==> src/hdl/pge_pkg.sv <==
// ----------------------------------------------------------------------------
// pge_pkg
// Shared types and constants of the previous greater element block.
// ----------------------------------------------------------------------------
`default_nettype none

package pge_pkg;

   localparam int DEPTH_DEFAULT      = 64;
   localparam int DATA_WIDTH_DEFAULT = 32;

   localparam int CAP_W    = 7;
   localparam int PADDR_W  = 3;
   localparam int PDATA_W  = 32;

   localparam logic [CAP_W-1:0] CAP_RESET = 7'd64;

   // register index decode on paddr[2]
   localparam logic REG_CAPACITY = 1'b0;

   typedef enum logic [0:0] {
      ST_IDLE,
      ST_SCAN
   } state_type;

   typedef struct packed {
      logic load;
      logic pop;
      logic finish;
   } cmd_type;

   typedef struct packed {
      logic nonempty;
      logic top_le;
      logic out_free;
   } status_type;

endpackage

`default_nettype wire

==> src/hdl/pge_csr.sv <==
// ----------------------------------------------------------------------------
// pge_csr
// APB register slice holding the stack capacity register.
// ----------------------------------------------------------------------------
`default_nettype none

module pge_csr (
   input  wire logic                         clock,
   input  wire logic                         reset,
   input  wire logic                         psel,
   input  wire logic                         penable,
   input  wire logic                         pwrite,
   input  wire logic [pge_pkg::PADDR_W-1:0]  paddr,
   input  wire logic [pge_pkg::PDATA_W-1:0]  pwdata,
   output logic      [pge_pkg::PDATA_W-1:0]  prdata,
   output logic                              pready,
   output logic      [pge_pkg::CAP_W-1:0]    capacity
);

   logic [pge_pkg::CAP_W-1:0] capacity_ff;
   logic [pge_pkg::CAP_W-1:0] capacity_in;
   logic                      wr_hit;

   assign pready   = 1'b1;
   assign wr_hit   = psel && penable && pwrite && (paddr[2] == pge_pkg::REG_CAPACITY);
   assign capacity = capacity_ff;

   always_comb begin
      capacity_in = capacity_ff;
      if (wr_hit) begin
         capacity_in = pwdata[pge_pkg::CAP_W-1:0];
      end
   end

   always_ff @(posedge clock) begin
      if (reset) begin
         capacity_ff <= pge_pkg::CAP_RESET;
      end else begin
         capacity_ff <= capacity_in;
      end
   end

   always_comb begin
      prdata = '0;
      if (paddr[2] == pge_pkg::REG_CAPACITY) begin
         prdata = pge_pkg::PDATA_W'(capacity_ff);
      end
   end

endmodule

`default_nettype wire

==> src/hdl/pge_ctrl.sv <==
// ----------------------------------------------------------------------------
// pge_ctrl
// Sequencer: accepts a value, pops one entry a cycle, then finishes the beat.
// ----------------------------------------------------------------------------
`default_nettype none

module pge_ctrl (
   input  wire logic                clock,
   input  wire logic                reset,
   input  wire logic                req_valid,
   output logic                     req_ready,
   input  wire pge_pkg::status_type status,
   output pge_pkg::cmd_type         cmd
);

   pge_pkg::state_type state_ff;
   pge_pkg::state_type state_in;
   logic               pop_now;

   assign pop_now = status.nonempty && status.top_le;

   always_comb begin
      state_in = state_ff;
      unique case (state_ff)
         pge_pkg::ST_IDLE: begin
            if (req_valid) begin
               state_in = pge_pkg::ST_SCAN;
            end
         end
         pge_pkg::ST_SCAN: begin
            if (!pop_now && status.out_free) begin
               state_in = pge_pkg::ST_IDLE;
            end
         end
         default: state_in = pge_pkg::ST_IDLE;
      endcase
   end

   always_comb begin
      req_ready  = 1'b0;
      cmd        = '0;
      unique case (state_ff)
         pge_pkg::ST_IDLE: begin
            req_ready = 1'b1;
            cmd.load  = req_valid;
         end
         pge_pkg::ST_SCAN: begin
            cmd.pop    = pop_now;
            cmd.finish = !pop_now && status.out_free;
         end
         default: begin
            req_ready = 1'b0;
         end
      endcase
   end

   always_ff @(posedge clock) begin
      if (reset) begin
         state_ff <= pge_pkg::ST_IDLE;
      end else begin
         state_ff <= state_in;
      end
   end

endmodule

`default_nettype wire

==> src/hdl/pge_dpath.sv <==
// ----------------------------------------------------------------------------
// pge_dpath
// Stack memory, count, registered top-of-stack read and result register.
// ----------------------------------------------------------------------------
`default_nettype none

module pge_dpath #(
   parameter int DEPTH      = pge_pkg::DEPTH_DEFAULT,
   parameter int DATA_WIDTH = pge_pkg::DATA_WIDTH_DEFAULT
) (
   input  wire logic                          clock,
   input  wire logic                          reset,
   input  wire pge_pkg::cmd_type              cmd,
   output pge_pkg::status_type                status,
   input  wire logic [pge_pkg::CAP_W-1:0]     capacity,
   input  wire logic [DATA_WIDTH-1:0]         req_value,
   input  wire logic                          req_restart,
   input  wire logic                          rsp_ready,
   output logic                               rsp_valid,
   output logic                               rsp_found,
   output logic      [DATA_WIDTH-1:0]         rsp_greater_value,
   output logic                               rsp_overflow
);

   localparam int CW = $clog2(DEPTH + 1);
   localparam int AW = $clog2(DEPTH);
   localparam int KW = (CW > pge_pkg::CAP_W) ? CW : pge_pkg::CAP_W;

   logic [DATA_WIDTH-1:0] mem [DEPTH];

   logic [DATA_WIDTH-1:0] value_ff;
   logic [DATA_WIDTH-1:0] rd_ff;
   logic [CW-1:0]         count_ff;
   logic [CW-1:0]         count_in;
   logic [CW-1:0]         count_dec;
   logic                  rsp_valid_ff;
   logic                  rsp_found_ff;
   logic [DATA_WIDTH-1:0] rsp_greater_ff;
   logic                  rsp_overflow_ff;

   logic [KW-1:0]         cap_ext;
   logic [KW-1:0]         eff_cap;
   logic                  full;
   logic                  nonempty;
   logic                  we;
   logic [AW-1:0]         waddr;
   logic [AW-1:0]         raddr;

   assign cap_ext = KW'(capacity);

   always_comb begin
      eff_cap = cap_ext;
      if (cap_ext == '0) begin
         eff_cap = KW'(1);
      end else if (cap_ext > KW'(DEPTH)) begin
         eff_cap = KW'(DEPTH);
      end
   end

   assign full     = KW'(count_ff) >= eff_cap;
   assign nonempty = count_ff != '0;

   always_comb begin
      count_in = count_ff;
      we       = 1'b0;
      if (cmd.load && req_restart) begin
         count_in = '0;
      end else if (cmd.pop) begin
         count_in = count_ff - CW'(1);
      end else if (cmd.finish && !full) begin
         count_in = count_ff + CW'(1);
         we       = 1'b1;
      end
   end

   // read port always tracks the entry under the next count
   assign count_dec = count_in - CW'(1);
   assign waddr     = count_ff[AW-1:0];
   assign raddr     = (count_in == '0) ? '0 : count_dec[AW-1:0];

   always_ff @(posedge clock) begin
      if (we) begin
         mem[waddr] <= value_ff;
      end
      if (we && (waddr == raddr)) begin
         rd_ff <= value_ff;
      end else begin
         rd_ff <= mem[raddr];
      end
   end

   always_ff @(posedge clock) begin
      if (cmd.load) begin
         value_ff <= req_value;
      end
   end

   always_ff @(posedge clock) begin
      if (reset) begin
         count_ff <= '0;
      end else begin
         count_ff <= count_in;
      end
   end

   assign status.nonempty = nonempty;
   assign status.top_le   = $signed(rd_ff) <= $signed(value_ff);
   assign status.out_free = !rsp_valid_ff || rsp_ready;

   always_ff @(posedge clock) begin
      if (reset) begin
         rsp_valid_ff <= 1'b0;
      end else if (cmd.finish) begin
         rsp_valid_ff <= 1'b1;
      end else if (rsp_ready) begin
         rsp_valid_ff <= 1'b0;
      end
   end

   always_ff @(posedge clock) begin
      if (cmd.finish) begin
         rsp_found_ff    <= nonempty;
         rsp_greater_ff  <= nonempty ? rd_ff : '1;
         rsp_overflow_ff <= full;
      end
   end

   assign rsp_valid         = rsp_valid_ff;
   assign rsp_found         = rsp_found_ff;
   assign rsp_greater_value = rsp_greater_ff;
   assign rsp_overflow      = rsp_overflow_ff;

endmodule

`default_nettype wire

==> src/hdl/previous_greater_element.sv <==
// A value is accepted in idle; then the entries not greater than it are popped and,
// once the output is free, its result beat is issued. No new value is accepted until then;
// each value is popped at most once.
// The pop loop is one stack-memory read per cycle through the registered port.
// Reset (synchronous, active high) empties the stack, drops any pending result
// and sets capacity to 64; stack contents are not cleared.
// ----------------------------------------------------------------------------
// previous_greater_element
// Nearest earlier strictly greater value, found with a monotonic stack.
// ----------------------------------------------------------------------------
`default_nettype none

module previous_greater_element #(
   parameter int DEPTH      = pge_pkg::DEPTH_DEFAULT,
   parameter int DATA_WIDTH = pge_pkg::DATA_WIDTH_DEFAULT
) (
   input  wire logic                         clock,
   input  wire logic                         reset,
   input  wire logic                         req_valid,
   output logic                              req_ready,
   input  wire logic [DATA_WIDTH-1:0]        req_value,
   input  wire logic                         req_restart,
   output logic                              rsp_valid,
   input  wire logic                         rsp_ready,
   output logic                              rsp_found,
   output logic      [DATA_WIDTH-1:0]        rsp_greater_value,
   output logic                              rsp_overflow,
   input  wire logic                         psel,
   input  wire logic                         penable,
   input  wire logic                         pwrite,
   input  wire logic [pge_pkg::PADDR_W-1:0]  paddr,
   input  wire logic [pge_pkg::PDATA_W-1:0]  pwdata,
   output logic      [pge_pkg::PDATA_W-1:0]  prdata,
   output logic                              pready
);

   pge_pkg::cmd_type          cmd;
   pge_pkg::status_type       status;
   logic [pge_pkg::CAP_W-1:0] capacity;

   pge_csr u_csr (
      .clock    (clock),
      .reset    (reset),
      .psel     (psel),
      .penable  (penable),
      .pwrite   (pwrite),
      .paddr    (paddr),
      .pwdata   (pwdata),
      .prdata   (prdata),
      .pready   (pready),
      .capacity (capacity)
   );

   pge_ctrl u_ctrl (
      .clock     (clock),
      .reset     (reset),
      .req_valid (req_valid),
      .req_ready (req_ready),
      .status    (status),
      .cmd       (cmd)
   );

   pge_dpath #(
      .DEPTH      (DEPTH),
      .DATA_WIDTH (DATA_WIDTH)
   ) u_dpath (
      .clock             (clock),
      .reset             (reset),
      .cmd               (cmd),
      .status            (status),
      .capacity          (capacity),
      .req_value         (req_value),
      .req_restart       (req_restart),
      .rsp_ready         (rsp_ready),
      .rsp_valid         (rsp_valid),
      .rsp_found         (rsp_found),
      .rsp_greater_value (rsp_greater_value),
      .rsp_overflow      (rsp_overflow)
   );

endmodule

`default_nettype wire

==> config.mk <==
export PLATFORM = sky130hd
export DESIGN_NAME = previous_greater_element
export DESIGN_NICKNAME = d
export VERILOG_FILES = /design/src/hdl/pge_pkg.sv /design/src/hdl/pge_csr.sv /design/src/hdl/pge_ctrl.sv /design/src/hdl/pge_dpath.sv /design/src/hdl/previous_greater_element.sv
export SDC_FILE = /design/constraint.sdc
export NUM_CORES = 2
export LEC_CHECK = 0
export ABC_AREA = 1
export BUFFER_PORTS_ARGS = -buffer_cell sky130_fd_sc_hd__buf_2
export CORE_ASPECT_RATIO = 1.4
export CORE_UTILIZATION = 35
export CTS_CLUSTER_SIZE = 14
export DETAILED_ROUTE_END_ITERATION = 8
export GPL_TIMING_DRIVEN = 0
export PLACE_DENSITY = 0.46
export SYNTH_ARGS = -nofsm -noshare
export SYNTH_HDL_FRONTEND = slang
export SYNTH_SLANG_ARGS = --single-unit
==> constraint.sdc <==
create_clock -name clock -period 7.45 [get_ports clock]
set_clock_uncertainty 0.2 [all_clocks]
set_input_delay 0.745 -clock clock [delete_from_list [all_inputs] [get_ports clock]]
set_output_delay 0.745 -clock clock [all_outputs]
set_load 0.05 [all_outputs]
* Word level (Yosys, flattened, before mapping) *
Memories as Yosys holds them, arrays and structs flattened. A register that Yosys moved wholly into a read port is not among the register bits.
Index checks and enable logic that the tools add are counted.

storage, ports and cells
  input bits = 75
  bits in writable memories = 2,048
  output and inout port bits = 69
  word-level logic and storage cells = 52
  flip-flop bits (word level) = 82
  memories kept = 1

memory list
  memory       words  bits a word  rd ports  clocked after Yosys merged registers in  write ports  RTL line         source
  u_dpath.mem  64     32           1         1                                        1            pge_dpath.sv:29  logic [DATA_WIDTH-1:0] mem [DEPTH];

cells by class
  reductions and logical operators = 15
  bitwise logic cells = 2
  multiplexer cells = 20
  magnitude comparators = 3
  add/subtract/negate cells = 3

operator list
  cell                                               count
  two-way mux 7 bit                                  6
  less-or-equal comparator 32 bit                    1
  logical NOT 7 bit                                  2
  two-way mux 1 bit                                  11
  adder 7 x 1 -> 7 bit (second input constant)       1
  >= comparator 7 bit                                1
  > comparator 7 bit (second input constant)         1
  logical AND 1 bit                                  7
  nonzero test 7 bit                                 1
  subtractor 7 x 1 -> 7 bit (second input constant)  1
  two-way mux 6 bit                                  1
  subtractor 6 x 1 -> 6 bit (second input constant)  1
  logical NOT 1 bit                                  3
  two-way mux 2 bit                                  1
  NOT 1 bit                                          2
  case mux 1 bit (2 select lines)                    1
  nonzero test 2 bit                                 1
  logical OR 1 bit                                   1

* Longest topological paths before layout *
  depth in word-level cells = 11
  depth in mapped cells = 38
  mapped depth without buffers = 32

* Cells and area by module *
Synthesis repeated with hierarchy kept, for this count alone.

unflattened totals
  cells, all modules = 6,704
  area, all modules = 85,381.9 sq um

modules (own cells, without submodules)
  module     cells each  area each (sq um)  instances  seq. area each (sq um)
  pge_dpath  6,602       84,712.5           1          63,761.2
  pge_csr    91          605.6              1          140.1
  pge_ctrl   11          63.8               1          20.0

* Worst setup path before layout *
Ideal clock, no wire load.

  kind = reg2reg
  from = register with a tool-made name
  to = memory u_dpath.mem[14][0] (netlist name), enable pin
  arrival = 4.971 ns
  library setup time = 0.421 ns
  stages on the path, launching flop included = 28
  setup slack = 1.857 ns
  path buffers = 6
  path through = dfxtp_1 buf_4 buf_4 buf_4 buf_2 buf_2 o21ai_0 o22ai_1 o21ai_0 o22ai_1 or2_2 o211ai_1 nand2_1 ha_1 a21oi_1 nand2_1 a21oi_1 nand2_1 nand2_1 nand2_1 nand2_1 nand3_4 nand2_4 nand3_2 buf_6 nor2_1 nand3_1 nor2_1

RTL lines
  item           RTL line
  end, declared  pge_dpath.sv:29

==> flow_summary.ini <==
[status]
outcome = finished, violations left
failed_checks = setup timing

[synthesis]
synth_ff_type = edfxtp_1
synthTopCellsByCount = 2114 x edfxtp_1, 1454 x nor2_1, 1317 x o21ai_0
netlist_instances = 6414
synth_top_area_cell = edfxtp_1
synth_compound_area_frac = 0.132
synthArstFlopShare = 0
synth_xor_area_frac = 0.000518
synthTopCellsByArea = edfxtp_1 75%, o21ai_0 7.8%, nor2_1 6.5%
synth.most_common_cell = edfxtp_1
synth.area.mux_share = 0
ys_seq_elements = 2136
ys_warn_count = 0
synth_top_family_by_area = compound AO/OA/AOI/OAI gates
synth-adder-area-share = 0.00637
synth_edf_count = 2114
synth_cell_types = 48
syn_avg_cell_area_um2 = 13.2
synth_top_area_frac = 0.752
yosys.area_share.simple = 0.0762
synth.yosys.seq_area_share = 0.757
netlist_area_um2 = 84500

[layout]
final_nets = 7264
final_util = 0.434
fin_area_um2 = 104000
final_cells = 10600
syn_to_final_growth_pct = 23.3
nFillCells = 22000
layout-drive-gt1-share = 0.148

[clock_network]
cts_tree = built
clk_pin_slew_ps = 60
htree_levels = 4
clk_latency_ps = 940
clock-sinks = 2136
ctsRootBufferMaster = clkbuf_16
cts_made_buffers = 214
clk_path_buf_depth = 4

[grt]
grt_pass1_vias = 58900
gr-usage-all-layers = 0.329
grt_util_met1 = 0.405
gr-total-overflow = 0
grt.met3_usage = 0.0578
busiest_layer = met2
grt_antenna_before_repair = 31
gr-usage-met2 = 0.521
grt_pass1_wl_um = 534000
grt_max_degree = 34

[run]
drv_cap = 0

[setup_path]
cp-start-kind = flip-flop
crit_fanout = 16
worstSetupEndpoint = u_dpath.mem[21][19]$_DFFE_PP_
max_stage_delay_ps = 450
critPathKind = reg2reg
cp.required_ps = 7810
r2r_cells = 31
critPathSlowestCell = o22ai_2
r2r_slack_ps = -8
arrival_ps = 7820
r2r-end = u_dpath.mem[21][19]$_DFFE_PP_
cpMostUsedCell = nand2_1
critPathCaptureType = flip-flop

[timing]
setup_violations = 2
setup_ws_ps = -7.84
setup_tns_ps = -10.4
min_period_ps = 7460
maxSlewViolCount = 0
whs_ps = 64.3
tightest_slew_ps = 1370
max_freq_mhz = 134
slew_headroom = 0.0865
fin_crit_sh = 1.00
finalHoldViolCount = 0

[die]
core_um2 = 240000
die_h_um = 583
die_width_um = 417
io_pins = 144
fp-row-count = 213
die_area_um2 = 243000
start_util = 0.352

[hold_path]
whs_path_depth = 3
min_from = psel
hp-class = in2reg

[drt]
drtIter0Drc = 9658
vias_per_cell = 6.00
drtAntennaViolNets = 0
wl_um = 409000
drcViolationCount = 0
first_pass_iters = 6
vias = 63300
routedWlPerCell_um = 38.7

[placement]
gp_congestion = 0.986
placed_area_um2 = 95000
pre_cts_ws_ps = -2210
numPortBuffers = 88
place_hpwl_um = 294000
place_inst = 9985

[power_and_ir_drop]
power.density_nw_per_um2 = 423
leakagePower_nw = 33.9
total_power_mw = 44.1
ir_drop_uv = 215
## how the worst min path moves through the flow
stage,slack [ps],end
after floorplan,260,u_csr.capacity[3]$_SDFFE_PP0P_
after global placement,290,u_dpath.rsp_valid$_SDFFE_PP0P_
after detailed placement,300,u_dpath.rsp_valid$_SDFFE_PP0P_
after CTS,40,u_csr.capacity[6]$_SDFFE_PP1P_
after global routing,90,u_csr.capacity[6]$_SDFFE_PP1P_
final,60,u_csr.capacity[6]$_SDFFE_PP1P_
## critical path, delay by kind of cell (launching register included)
family	cells	cell delay [ps]
buffers and inverters	10	2670
AOI/OAI and AO/OA	5	1600
and+or+nand+nor	15	1840
DFF	1	310
adders and majority gates	1	340
## final cells by class
| class | count | area, µm² | share of cell area |
|---|---|---|---|
| Sequential cell | 2136 | 63900 | 0.614 |
| Multi-Input combinational cell | 3745 | 19000 | 0.183 |
| Timing Repair Buffer | 493 | 7790 | 0.0748 |
| Clock buffer | 260 | 5610 | 0.0539 |
| Tap cell | 3225 | 4040 | 0.0388 |
| Buffer | 477 | 2210 | 0.0212 |
| Clock inverter | 128 | 1210 | 0.0116 |
| Inverter | 79 | 307 | 0.00294 |
| Antenna cell | 9 | 22.5 | 0.000216 |
## what timing repair did
item / CTS / global route
hold buffers: 41 / 0
endpoints found under the setup margin: 2096 / 1655
setup buffers: 130 / 0
hold endpoints to repair: 41 / 0
resized for setup: 137 / 22
pin swaps: 60 / 1
## power breakdown
part           internal [mW]  total, mW  switching [mW]  leakage (nW)
clock network           6.14       11.0            4.82          3.34
logic                   4.33       19.0            14.7          11.4
registers               13.8       14.1           0.248          19.2
total                   24.3       44.1            19.8          33.9
## registers in the layout (all words and copies together) (netlist names), named ones only
register	count
u_dpath.mem	2048
u_dpath.rsp_greater_value	32
u_dpath.value_ff	32
u_csr.capacity	7
u_dpath.count_ff	7
u_ctrl.state_ff	1
u_dpath.rsp_found	1
u_dpath.rsp_overflow	1
u_dpath.rsp_valid	1
## kinds of logic (layout without fill, tap and decap cells)
logic type,count (synthesis),in the layout
xor+xnor,5,5
flops,2136,2136
buf+inv,557,1437
simple gates,1640,1640
compound gates,2031,2031
other cells,2,35
fa+ha+maj,43,43
## layer usage
layer / share of wire / up-vias
met2: 0.46 / 4440
met1: 0.36 / 32300
met3: 0.096 / 1126
met4: 0.085 / 4
met5: 0.000051 / -
li1: - / 25500
## placed cells by master, fill, tap and decap left out, drive strengths merged
cell,netlist,routed
clkbuf,350,609
nor4,1,1
edfxtp,2114,2114
xor2,5,5
o32ai,26,26
diode,0,9
o21ai,1325,1325
dfxtp,22,22
nor3,5,5
o211ai,3,3
clkdlybuf4s15,0,1
o22a,1,1
or2,29,29
a211oi,1,1
o22ai,616,616
a21oi,30,30
nor2,1456,1456
a21o,1,1
nand3,37,37
and3,3,3
o21bai,4,4
clkinvlp,0,4
dlygate4sd3,0,41
bufinv,0,23
o21a,4,4
buf,128,579
nand2,95,95
inv,76,78
ha,43,43
nand4,13,13
clkinv,3,102
o31ai,1,1
conb,2,26
o221ai,16,16
o311ai,3,3
nand3b,1,1
(Power assumes the default switching activity.)
